===== src/rtl/mcr_pkg.sv =====
// shared constants, types and helpers for the midpoint circle rasteriser
`timescale 1ns / 1ps

package mcr_pkg;

    localparam int COORD_BITS = 11;
    // radius of the largest circle: sqrt(2) times the coordinate range, one bit more
    localparam int R_W    = COORD_BITS + 1;
    // radicand padded to an even width for the two-bits-per-step root
    localparam int RAD_W  = 2 * R_W;
    localparam int SQ_W   = 2 * COORD_BITS + 1;
    localparam int D_W    = R_W + 3;
    localparam int PIX_W  = 14;
    localparam int ITER_W = $clog2(R_W);
    localparam int IDX_W  = 3;

    localparam logic [IDX_W-1:0] LAST_START_PIX = IDX_W'(3);
    localparam logic [IDX_W-1:0] LAST_STEP_PIX  = IDX_W'(7);

    localparam logic CMD_START = 1'b0;
    localparam logic CMD_STEP  = 1'b1;

    typedef enum logic [2:0] {
        ST_IDLE,
        ST_SQ_X,
        ST_SQ_Y,
        ST_ROOT,
        ST_LOAD,
        ST_STEP,
        ST_EMIT
    } mcr_state_t;

    typedef struct packed {
        logic             capture;
        logic             sq_first;
        logic             sq_second;
        logic             root_iter;
        logic             load_circle;
        logic             step;
        logic             emit;
        logic             emit_start;
        logic [IDX_W-1:0] emit_idx;
        logic             emit_last;
    } mcr_ctl_t;

    typedef struct packed {
        logic active;
        logic out_free;
    } mcr_status_t;

    // centre plus or minus offset, wrapped to the pixel width
    function automatic logic [PIX_W-1:0] pix_sum(input logic [31:0] base,
                                                 input logic [31:0] off,
                                                 input logic        neg);
        logic [31:0] s;
        s = neg ? (base - off) : (base + off);
        return s[PIX_W-1:0];
    endfunction

endpackage


===== src/rtl/mcr_ctrl.sv =====
// controller state machine for the midpoint circle rasteriser
`timescale 1ns / 1ps

module mcr_ctrl
    import mcr_pkg::*;
(
    input  logic        clk,
    input  logic        rst_n,
    input  logic        in_valid,
    output logic        in_ready,
    input  logic        cmd,
    input  mcr_status_t status,
    output mcr_ctl_t    ctl
);

    mcr_state_t        state_reg, state_next;
    logic [ITER_W-1:0] iter_reg, iter_next;
    logic [IDX_W-1:0]  idx_reg, idx_next;
    logic              start_mode_reg, start_mode_next;
    logic              last_pix;

    assign last_pix = (idx_reg == (start_mode_reg ? LAST_START_PIX : LAST_STEP_PIX));

    always_ff @(posedge clk or negedge rst_n)
    begin
        if (!rst_n)
        begin
            state_reg      <= ST_IDLE;
            iter_reg       <= '0;
            idx_reg        <= '0;
            start_mode_reg <= 1'b0;
        end
        else
        begin
            state_reg      <= state_next;
            iter_reg       <= iter_next;
            idx_reg        <= idx_next;
            start_mode_reg <= start_mode_next;
        end
    end

    // next state
    always_comb
    begin
        state_next = state_reg;
        case (state_reg)
            ST_IDLE:
            begin
                if (in_valid)
                begin
                    if (cmd == CMD_START)
                        state_next = ST_SQ_X;
                    else if (status.active)
                        state_next = ST_STEP;
                end
            end
            ST_SQ_X: state_next = ST_SQ_Y;
            ST_SQ_Y: state_next = ST_ROOT;
            ST_ROOT:
            begin
                if (iter_reg == '0)
                    state_next = ST_LOAD;
            end
            ST_LOAD: state_next = ST_EMIT;
            ST_STEP: state_next = ST_EMIT;
            ST_EMIT:
            begin
                if (status.out_free && last_pix)
                    state_next = ST_IDLE;
            end
            default: state_next = ST_IDLE;
        endcase
    end

    // counters
    always_comb
    begin
        iter_next       = iter_reg;
        idx_next        = idx_reg;
        start_mode_next = start_mode_reg;
        case (state_reg)
            ST_SQ_Y: iter_next = ITER_W'(R_W - 1);
            ST_ROOT: iter_next = iter_reg - ITER_W'(1);
            ST_LOAD:
            begin
                idx_next        = '0;
                start_mode_next = 1'b1;
            end
            ST_STEP:
            begin
                idx_next        = '0;
                start_mode_next = 1'b0;
            end
            ST_EMIT:
            begin
                if (status.out_free)
                    idx_next = idx_reg + IDX_W'(1);
            end
            default: ;
        endcase
    end

    // datapath commands
    always_comb
    begin
        in_ready        = 1'b0;
        ctl             = '0;
        ctl.emit_start  = start_mode_reg;
        ctl.emit_idx    = idx_reg;
        ctl.emit_last   = last_pix;
        case (state_reg)
            ST_IDLE:
            begin
                in_ready    = 1'b1;
                ctl.capture = in_valid && (cmd == CMD_START);
            end
            ST_SQ_X: ctl.sq_first    = 1'b1;
            ST_SQ_Y: ctl.sq_second   = 1'b1;
            ST_ROOT: ctl.root_iter   = 1'b1;
            ST_LOAD: ctl.load_circle = 1'b1;
            ST_STEP: ctl.step        = 1'b1;
            ST_EMIT: ctl.emit        = status.out_free;
            default: ;
        endcase
    end

endmodule


===== src/rtl/mcr_datapath.sv =====
// datapath: radius root, midpoint decision update and pixel output register
`timescale 1ns / 1ps

module mcr_datapath
    import mcr_pkg::*;
(
    input  logic                    clk,
    input  logic                    rst_n,
    input  mcr_ctl_t                ctl,
    output mcr_status_t             status,
    input  logic [COORD_BITS-1:0]   center_x,
    input  logic [COORD_BITS-1:0]   center_y,
    input  logic [COORD_BITS-1:0]   edge_x,
    input  logic [COORD_BITS-1:0]   edge_y,
    output logic                    out_valid,
    input  logic                    out_ready,
    output logic signed [PIX_W-1:0] pixel_x,
    output logic signed [PIX_W-1:0] pixel_y,
    output logic                    run_end,
    output logic                    done_res
);

    logic [COORD_BITS-1:0]   mid_x_reg, mid_y_reg;
    logic [COORD_BITS-1:0]   dx_reg, dy_reg;
    logic [2*COORD_BITS-1:0] sq_reg;
    logic [RAD_W-1:0]        rad_reg;
    logic [R_W+1:0]          rem_reg;
    logic [R_W-1:0]          root_reg;
    logic [R_W-1:0]          offset_a_reg, offset_b_reg;
    logic signed [D_W-1:0]   decision_reg, step_a_reg, step_b_reg;
    logic                    active_reg, active_next;
    logic                    out_valid_reg;
    logic [PIX_W-1:0]        pixel_x_reg, pixel_y_reg;
    logic                    run_end_reg, done_res_reg;

    logic [COORD_BITS-1:0]   abs_dx, abs_dy, mul_in;
    logic [2*COORD_BITS-1:0] prod;
    logic [SQ_W-1:0]         dist_sq;
    logic [R_W+3:0]          rem_sh, trial, rem_diff;
    logic                    fits;

    logic                    go_down;
    logic [R_W-1:0]          offset_a_next, offset_b_next;
    logic signed [D_W-1:0]   step_a_next, step_b_next, decision_next;

    logic [IDX_W-1:0]        k;
    logic [R_W-1:0]          off_x, off_y;

    assign abs_dx = (center_x >= edge_x) ? (center_x - edge_x) : (edge_x - center_x);
    assign abs_dy = (center_y >= edge_y) ? (center_y - edge_y) : (edge_y - center_y);

    // one shared squarer, x first then y
    assign mul_in  = ctl.sq_first ? dx_reg : dy_reg;
    assign prod    = mul_in * mul_in;
    assign dist_sq = {1'b0, sq_reg} + {1'b0, prod};

    // restoring square root, two radicand bits a cycle
    assign rem_sh   = {rem_reg, rad_reg[RAD_W-1 -: 2]};
    assign trial    = {2'b00, root_reg, 2'b01};
    assign fits     = (rem_sh >= trial);
    assign rem_diff = rem_sh - trial;

    // midpoint step
    assign go_down       = !decision_reg[D_W-1];
    assign offset_a_next = offset_a_reg + R_W'(1);
    assign offset_b_next = go_down ? (offset_b_reg - R_W'(1)) : offset_b_reg;
    assign step_a_next   = step_a_reg + D_W'(2);
    assign step_b_next   = go_down ? (step_b_reg + D_W'(2)) : step_b_reg;
    assign decision_next = decision_reg + (go_down ? step_b_next : D_W'(0))
                           + step_a_next + D_W'(1);

    always_comb
    begin
        active_next = active_reg;
        if (ctl.load_circle)
            active_next = (root_reg != '0);
        else if (ctl.step)
            active_next = (offset_a_next < offset_b_next);
    end

    // start pixels are the four axis points of the eight-way pattern
    assign k = ctl.emit_start
             ? {ctl.emit_idx[1], ~ctl.emit_idx[1] & ctl.emit_idx[0],
                ctl.emit_idx[1] & ctl.emit_idx[0]}
             : ctl.emit_idx;
    assign off_x = k[2] ? offset_b_reg : offset_a_reg;
    assign off_y = k[2] ? offset_a_reg : offset_b_reg;

    always_ff @(posedge clk or negedge rst_n)
    begin
        if (!rst_n)
        begin
            active_reg    <= 1'b0;
            out_valid_reg <= 1'b0;
        end
        else
        begin
            active_reg <= active_next;
            if (ctl.emit)
                out_valid_reg <= 1'b1;
            else if (out_ready)
                out_valid_reg <= 1'b0;
        end
    end

    always_ff @(posedge clk)
    begin
        if (ctl.capture)
        begin
            mid_x_reg <= center_x;
            mid_y_reg <= center_y;
            dx_reg    <= abs_dx;
            dy_reg    <= abs_dy;
        end
        if (ctl.sq_first)
            sq_reg <= prod;
        if (ctl.sq_second)
        begin
            rad_reg  <= RAD_W'(dist_sq);
            rem_reg  <= '0;
            root_reg <= '0;
        end
        if (ctl.root_iter)
        begin
            rad_reg <= {rad_reg[RAD_W-3:0], 2'b00};
            if (fits)
            begin
                rem_reg  <= rem_diff[R_W+1:0];
                root_reg <= {root_reg[R_W-2:0], 1'b1};
            end
            else
            begin
                rem_reg  <= rem_sh[R_W+1:0];
                root_reg <= {root_reg[R_W-2:0], 1'b0};
            end
        end
        if (ctl.load_circle)
        begin
            offset_a_reg <= '0;
            offset_b_reg <= root_reg;
            decision_reg <= D_W'(1) - {3'b000, root_reg};
            step_a_reg   <= '0;
            step_b_reg   <= D_W'(0) - {2'b00, root_reg, 1'b0};
        end
        if (ctl.step)
        begin
            offset_a_reg <= offset_a_next;
            offset_b_reg <= offset_b_next;
            decision_reg <= decision_next;
            step_a_reg   <= step_a_next;
            step_b_reg   <= step_b_next;
        end
        if (ctl.emit)
        begin
            pixel_x_reg  <= pix_sum(32'(mid_x_reg), 32'(off_x), k[0]);
            pixel_y_reg  <= pix_sum(32'(mid_y_reg), 32'(off_y), k[1]);
            run_end_reg  <= ctl.emit_last;
            done_res_reg <= !active_reg;
        end
    end

    assign status.active   = active_reg;
    assign status.out_free = !out_valid_reg || out_ready;

    assign out_valid = out_valid_reg;
    assign pixel_x   = pixel_x_reg;
    assign pixel_y   = pixel_y_reg;
    assign run_end   = run_end_reg;
    assign done_res  = done_res_reg;

endmodule


===== src/rtl/midpoint_circle_rasterizer_core.sv =====
// top level of the midpoint circle rasteriser
`timescale 1ns / 1ps

// Takes one request at a time. A start request (cmd 0) squares the centre-to-edge
// distances on one shared multiplier, then finds the radius with a restoring square
// root that settles one result bit a cycle, loads the circle and sends the four axis
// pixels, waiting longer when the output stalls. A step request (cmd 1) updates the
// decision variable and sends eight pixels, one per cycle through the output register
// while the output is not stalled. A step with no circle in progress is taken and
// produces nothing. run_end marks the last pixel of a request, done_res says the
// octant is finished.

module midpoint_circle_rasterizer_core
    import mcr_pkg::*;
(
    input  logic                    clk,
    input  logic                    rst_n,
    input  logic                    in_valid,
    output logic                    in_ready,
    input  logic                    cmd,
    input  logic [COORD_BITS-1:0]   center_x,
    input  logic [COORD_BITS-1:0]   center_y,
    input  logic [COORD_BITS-1:0]   edge_x,
    input  logic [COORD_BITS-1:0]   edge_y,
    output logic                    out_valid,
    input  logic                    out_ready,
    output logic signed [PIX_W-1:0] pixel_x,
    output logic signed [PIX_W-1:0] pixel_y,
    output logic                    run_end,
    output logic                    done_res
);

    mcr_ctl_t    ctl;
    mcr_status_t status;

    mcr_ctrl u_ctrl (
        .clk      (clk),
        .rst_n    (rst_n),
        .in_valid (in_valid),
        .in_ready (in_ready),
        .cmd      (cmd),
        .status   (status),
        .ctl      (ctl)
    );

    mcr_datapath u_datapath (
        .clk       (clk),
        .rst_n     (rst_n),
        .ctl       (ctl),
        .status    (status),
        .center_x  (center_x),
        .center_y  (center_y),
        .edge_x    (edge_x),
        .edge_y    (edge_y),
        .out_valid (out_valid),
        .out_ready (out_ready),
        .pixel_x   (pixel_x),
        .pixel_y   (pixel_y),
        .run_end   (run_end),
        .done_res  (done_res)
    );

endmodule


===== config.mk =====
export PLATFORM = sky130hd
export DESIGN_NAME = midpoint_circle_rasterizer_core
export DESIGN_NICKNAME = d
export VERILOG_FILES = /design/src/rtl/mcr_pkg.sv /design/src/rtl/mcr_ctrl.sv /design/src/rtl/mcr_datapath.sv /design/src/rtl/midpoint_circle_rasterizer_core.sv
export SDC_FILE = /design/constraint.sdc
export NUM_CORES = 1
export LEC_CHECK = 0
export ABC_CLOCK_PERIOD_IN_PS = 13630
export BUFFER_PORTS_ARGS = -buffer_cell sky130_fd_sc_hd__buf_2
export CAP_MARGIN = 5
export CORE_UTILIZATION = 60
export DETAILED_ROUTE_END_ITERATION = 7
export GPL_TIMING_DRIVEN = 0
export PLACE_DENSITY_LB_ADDON = 0.05
export SYNTH_ARGS = -nofsm -noshare
export SYNTH_HDL_FRONTEND = slang
export SYNTH_SLANG_ARGS = --single-unit
export TNS_END_PERCENT = 30

===== constraint.sdc =====
create_clock -name clk -period 13.63 [get_ports clk]
set_clock_uncertainty 0.1 [all_clocks]
set_input_delay 0.6815 -clock clk [delete_from_list [all_inputs] [get_ports clk]]
set_output_delay 0.6815 -clock clk [all_outputs]
set_load 0.01 [all_outputs]

; ---- Word-level counts from Yosys, hierarchy flattened
; Cells that the tools add are included.
[totals]
register_bits = 228
input_bits = 49
output_inout_bits = 32
elab_cells = 135
[classes]
n_addsub = 21
mul = 1
magnitude_cmp = 4
eq_ne = 12
mux = 52
n_bitwise = 4
reduce_logical = 17
[op_table]
columns = operator, n
row1 = 15-bit 2-to-1 mux, 8
row2 = 12-bit 2-to-1 mux, 9
row3 = 14-bit 2-to-1 mux, 5
row4 = 24-bit 2-to-1 mux, 2
row5 = 11-bit subtractor, 4
row6 = 11-bit 2-to-1 mux, 3
row7 = 15-bit adder, 2
row8 = "15-bit by 3-bit adder with 15-bit output, second input constant", 2
row9 = 11-bit by 12-bit adder with 13-bit output, 2
row10 = 11-bit by 12-bit subtractor with 13-bit output, 2
row11 = 3-bit 2-to-1 mux, 8
row12 = 22-bit by 22-bit adder with 23-bit output, 1
row13 = 11-bit >= comparator, 2
row14 = 11-bit by 11-bit multiplier with 22-bit output, 1
row15 = 3-bit one-hot mux with 6 select lines, 1
row16 = 16-bit by 14-bit >= comparator with 1-bit output, 1
row17 = "15-bit by 2-bit adder with 15-bit output, second input constant", 1
row18 = "1-bit by 13-bit subtractor with 14-bit output, first input constant", 1
row19 = 14-bit subtractor, 1
row20 = 1-bit 2-to-1 mux, 13
row21 = "1-bit by 12-bit subtractor with 13-bit output, first input constant", 1
row22 = "12-bit by 1-bit adder with 12-bit output, second input constant", 1
row23 = 12-bit < comparator, 1
row24 = 12-bit nonzero test, 1
row25 = 24 further kinds, 38

; ---- Longest topological paths before layout
[logic_depth]
depth_word = 7
depth_mapped = 35
mapped_depth_nobuf = 34

; ---- Modules after synthesis
; A second synthesis with hierarchy kept.
[unflattened]
hier_cells = 2063
hier_area_um2 = 19917.9
[by_module_without_submodules]
columns = module, n_inst, cells_each, area_per_inst_um2, seq_area_each_um2
row1 = mcr_datapath, 1, 1985, 19215.9, 6396.1
row2 = mcr_ctrl, 1, 78, 701.9, 275.3

; ---- Worst setup path after synthesis
; Ideal clock, no wire load.
[synth_timing]
path_kind = reg2reg
start = register u_ctrl.state_reg[2]
end = register u_datapath.rad_reg[22], data pin
setup_time_ns = 0.268
t_arrival_ns = 7.937
t_required_ns = 13.262
path_slack_ns = 5.325
stages_incl_launch_ff = 30
path_buffers = 2
synth_period_minus_slack_ns = 8.305
path_cell_list = dfrtp_1 clkbuf_1 nor3_2 buf_2 mux2i_1 inv_1 nand2_1 fa_1 fa_1 inv_1 fa_1 fa_1 inv_1 fa_1 inv_1 ha_1 or3_1 o221ai_1 o2bb2ai_1 o21a_1 xnor2_1 ha_1 a21o_1 a31oi_1 o21ai_0 or3_1 o21ai_2 o21ai_1 a2111oi_0 nor3_1
[synth_between]
elab_chain_len = 7
[synth_rtl]
columns = item, line_no
row1 = "start, declared", mcr_ctrl.sv:16  ; mcr_state_t state_reg, state_next;
row2 = "start signal, assigned", mcr_ctrl.sv:35  ; state_reg <= state_next;
row3 = 3-bit by 1-bit equality test with 1-bit output, mcr_ctrl.sv:111  ; case (state_reg)
row4 = 1-bit 2-to-1 mux, mcr_ctrl.sv:111
row5 = 11-bit 2-to-1 mux, mcr_datapath.sv:53  ; assign mul_in = ctl.sq_first ? dx_reg : dy_reg;
row6 = 11-bit by 11-bit multiplier with 22-bit output, mcr_datapath.sv:54  ; assign prod = mul_in * mul_in;
row7 = via u_datapath.prod[15], mcr_datapath.sv:37  ; logic [2*COORD_BITS-1:0] prod;
row8 = 22-bit by 22-bit adder with 23-bit output, mcr_datapath.sv:55  ; assign dist_sq = {1'b0, sq_reg} + {1'b0, prod};
row9 = 24-bit 2-to-1 mux, mcr_datapath.sv:117  ; if (ctl.sq_second)
row10 = 24-bit 2-to-1 mux, mcr_datapath.sv:123  ; if (ctl.root_iter)
row11 = "end signal, assigned", mcr_datapath.sv:119  ; rad_reg <= RAD_W'(dist_sq);
row12 = "end signal, assigned", mcr_datapath.sv:125  ; rad_reg <= {rad_reg[RAD_W-3:0], 2'b00};
row13 = "end, declared", mcr_datapath.sv:26  ; logic [RAD_W-1:0] rad_reg;
; The timed path passes the listed nets, and every way through them passes these cells. The select of a mux whose other input is x is not followed.
; A chain may end at the register's enable or synchronous reset.

; ---- Final worst setup path
[layout_timing]
start = register u_ctrl.state_reg[0]
end = register u_datapath.rad_reg[22], data pin
; The elaborated chain is that of the path after synthesis.

==> impl_metrics.json <==
{
  "antenna_left": 0,
  "die_x_um": 182,
  "ys_ff_latch": 225,
  "hpwl_mm": 35.2,
  "clockBufferDepth": 3,
  "startpoint_type": "flip-flop",
  "synth_area_leaders": "edfxtp_1 (32%), ha_1 (13%), fa_1 (8.9%), inv_1 (5.5%), xnor2_1 (4.7%)",
  "syn-mean-instance-area_um2": 9.58,
  "crit_type": "reg2reg",
  "io_pins": 81,
  "worstRegToRegCells": 30,
  "cts_htree_levels": 1,
  "ys_types": 67,
  "tightest_slew_ps": 1140,
  "rsz0062_at_grt": "false",
  "core_area_um2": 31800,
  "port_buffers": 80,
  "wl_per_cell_um": 17.0,
  "end_kind": "flip-flop",
  "setup_tns_ps": 0,
  "yosysWarnings": 0,
  "routed_wl_mm": 44.2,
  "grt_pass1_vias": 14900,
  "setup_violations": 0,
  "synthesis.area_um2": 19500,
  "min_from": "center_y[0]",
  "fin_crit_sh": 0.725,
  "cp_slowest_stage_delay_ps": 720,
  "worstPathRequired_ps": 13790,
  "fin_crit_ps": 9880,
  "diodes": 0,
  "cts_made_buffers": 27,
  "hold_violations": 0,
  "layout.nets": 2500,
  "r2r_slack_ps": 3750,
  "start_util": 0.613,
  "cap_violations": 0,
  "synth_nets": 2382,
  "drtIter0Drc": 855,
  "clk_pin_slew_ps": 60,
  "grtUsageTotal": 0.274,
  "whs_ps": 265,
  "gp_congestion": 0.900,
  "area_growth_pct": 10.4,
  "clkLatencyLatePin_ps": 530,
  "numClockSinks": 225,
  "synth_edf_count": 210,
  "num_rows": 65,
  "first_pass_iters": 5,
  "timing.rr.start": "u_ctrl.state_reg[0]",
  "whs_path_depth": 1,
  "grt_first_pass_wirelength_mm": 73.3,
  "root_buffer": "clkbuf_16",
  "die_h_um": 182,
  "synth_ff_type": "edfxtp_1",
  "worstHoldPathType": "in2reg",
  "drcViolationCount": 0,
  "holdPathEnd": "u_datapath.mid_y_reg[0]",
  "cts_tree": "yes",
  "grt-ovfl-total": 0,
  "max_freq_ghz": 0.101,
  "seq_area_frac_synth": 0.342,
  "die-area_um2": 33200,
  "r2r-end": "u_datapath.rad_reg[22]",
  "final_layout_size_suffix_gt1_frac": 0.0892,
  "async_flop_share": 0.0578,
  "grt_max_degree": 36,
  "yosysTopAreaCellShare": 0.323,
  "path_max_fanout": 30,
  "synth_top_area_cell": "edfxtp_1",
  "crit_slowest_cell": "mux2i_1",
  "vias_per_cell": 5.65,
  "largest_reg_flops": 24,
  "arrival_ps": 10040,
  "cts.repair.resized": 0,
  "vias": 14700,
  "outcome": "finished, final reports clean",
  "antenna_found_initial": 0,
  "drv_slew": 0,
  "synth_cells": 2036,
  "slew_headroom": 0.222
}
==> worst max path at each step <==
stage	from	to	slack, ps	depth (start not counted)
3_5_place_dp	u_ctrl.state_reg[0]	u_datapath.rad_reg[22]	3660	30
5_1_grt	u_ctrl.state_reg[0]	u_datapath.rad_reg[22]	3040	30
4_1_cts	u_ctrl.state_reg[0]	u_datapath.rad_reg[22]	3660	30
6_report	u_ctrl.state_reg[0]	u_datapath.rad_reg[22]	3750	30
3_3_place_gp	u_ctrl.state_reg[0]	u_datapath.rad_reg[22]	3840	30
2_1_floorplan	u_ctrl.state_reg[2]	u_datapath.rad_reg[22]	5320	29
==> logic make-up (layout without fill, tap and decap cells) <==
family / Yosys count / after routing / share of synthesized area
muxes: 72 / 72 / 0.0387
DFF: 225 / 225 / 0.342
buffers and inverters: 333 / 471 / 0.0650
adders and majority gates: 297 / 297 / 0.224
and+or+nand+nor: 553 / 553 / 0.132
xor gates and xnor gates: 161 / 161 / 0.0723
AOI/OAI and AO/OA: 395 / 395 / 0.126
==> area by class of cell <==
| cell class | count | area, um2 |
|---|---|---|
| Tap cell | 435 | 544 |
| Clock buffer | 30 | 687 |
| Multi-Input combinational cell | 1478 | 11600 |
| Buffer | 47 | 195 |
| Clock inverter | 19 | 206 |
| Inverter | 286 | 1070 |
| Sequential cell | 225 | 6670 |
| Fill cell | 2603 | 10300 |
| Timing Repair Buffer | 89 | 578 |
==> timing repair <==
item / in CTS / in global routing
setup buffers: 0 / 0
hold buffers: 1 / 0
endpoints found under the hold margin: 13 / 0
==> layer usage <==
metal	track usage	share of wire	routed length, um
met1	0.355	0.44	19500
met4	0.0901	0.028	1250
met5	0	0	0
met3	0.0267	0.038	1700
met2	0.484	0.49	21800
==> Yosys cell counts (13+ instances only) <==
master    instances
or3_1            21
nor2_1          203
a21o_1           38
a31oi_1          14
fa_1             87
nor2b_1          24
nand4_1          20
dfrtp_1          13
nand3_1          31
nor3_1           35
o21a_1           23
nand2b_1         25
xor2_1           56
nand2_1         131
edfxtp_1        210
xnor2_1         105
o21ai_0          88
mux2i_1          45
and2_1           16
a21oi_1         127
ha_1            210
clkbuf_1         36
inv_1           286
mux2_2           27
==> cell usage in the layout, fill, tap and decap left out, types with 6 or more instances in the layout <==
| cell | instances |
|---|---|
| a211oi_1 | 12 |
| a21boi_0 | 6 |
| a21o_1 | 38 |
| a21oi_1 | 127 |
| a22o_1 | 7 |
| a31oi_1 | 14 |
| and2_1 | 16 |
| and3_1 | 12 |
| buf_2 | 85 |
| clkbuf_1 | 38 |
| clkbuf_16 | 27 |
| clkinv_2 | 7 |
| dfrtp_1 | 13 |
| edfxtp_1 | 210 |
| fa_1 | 87 |
| ha_1 | 210 |
| inv_1 | 285 |
| mux2_2 | 27 |
| mux2i_1 | 45 |
| nand2_1 | 131 |
| nand2b_1 | 25 |
| nand3_1 | 31 |
| nand4_1 | 20 |
| nor2_1 | 202 |
| nor2b_1 | 24 |
| nor3_1 | 35 |
| nor4_1 | 11 |
| o21a_1 | 23 |
| o21ai_0 | 88 |
| o21bai_1 | 8 |
| o22ai_1 | 10 |
| o31ai_1 | 12 |
| or2_2 | 12 |
| or3_1 | 21 |
| xnor2_1 | 105 |
| xor2_1 | 56 |
==> critical path: cells and delay by family (launching register included) <==
kind                     cells  cell delay, ps
AO/OA/AOI/OAI                9            2030
flip-flops                   1             310
AND/OR/NAND/NOR              5            1560
adder cells (fa/ha/maj)      7            3170
multiplexers                 1             720
buffers and inverters        7            1510
XOR/XNOR                     1             180
==> through the flow <==
step	cell area [um2]	setup slack [ps]	util	std cells
final	21500	3750	0.677	2609
after global routing	21500	3040	0.677	2609
after CTS	21500	3660	0.676	2608
after detailed placement	20600	3660	0.648	2558
after global placement	20500	3840	0.643	2551
after floorplan	19500	5320	-	2036
Power is left out: the tool's default activity adds up to more than one toggle a clock period on the data nets, which glitch-free logic cannot reach.
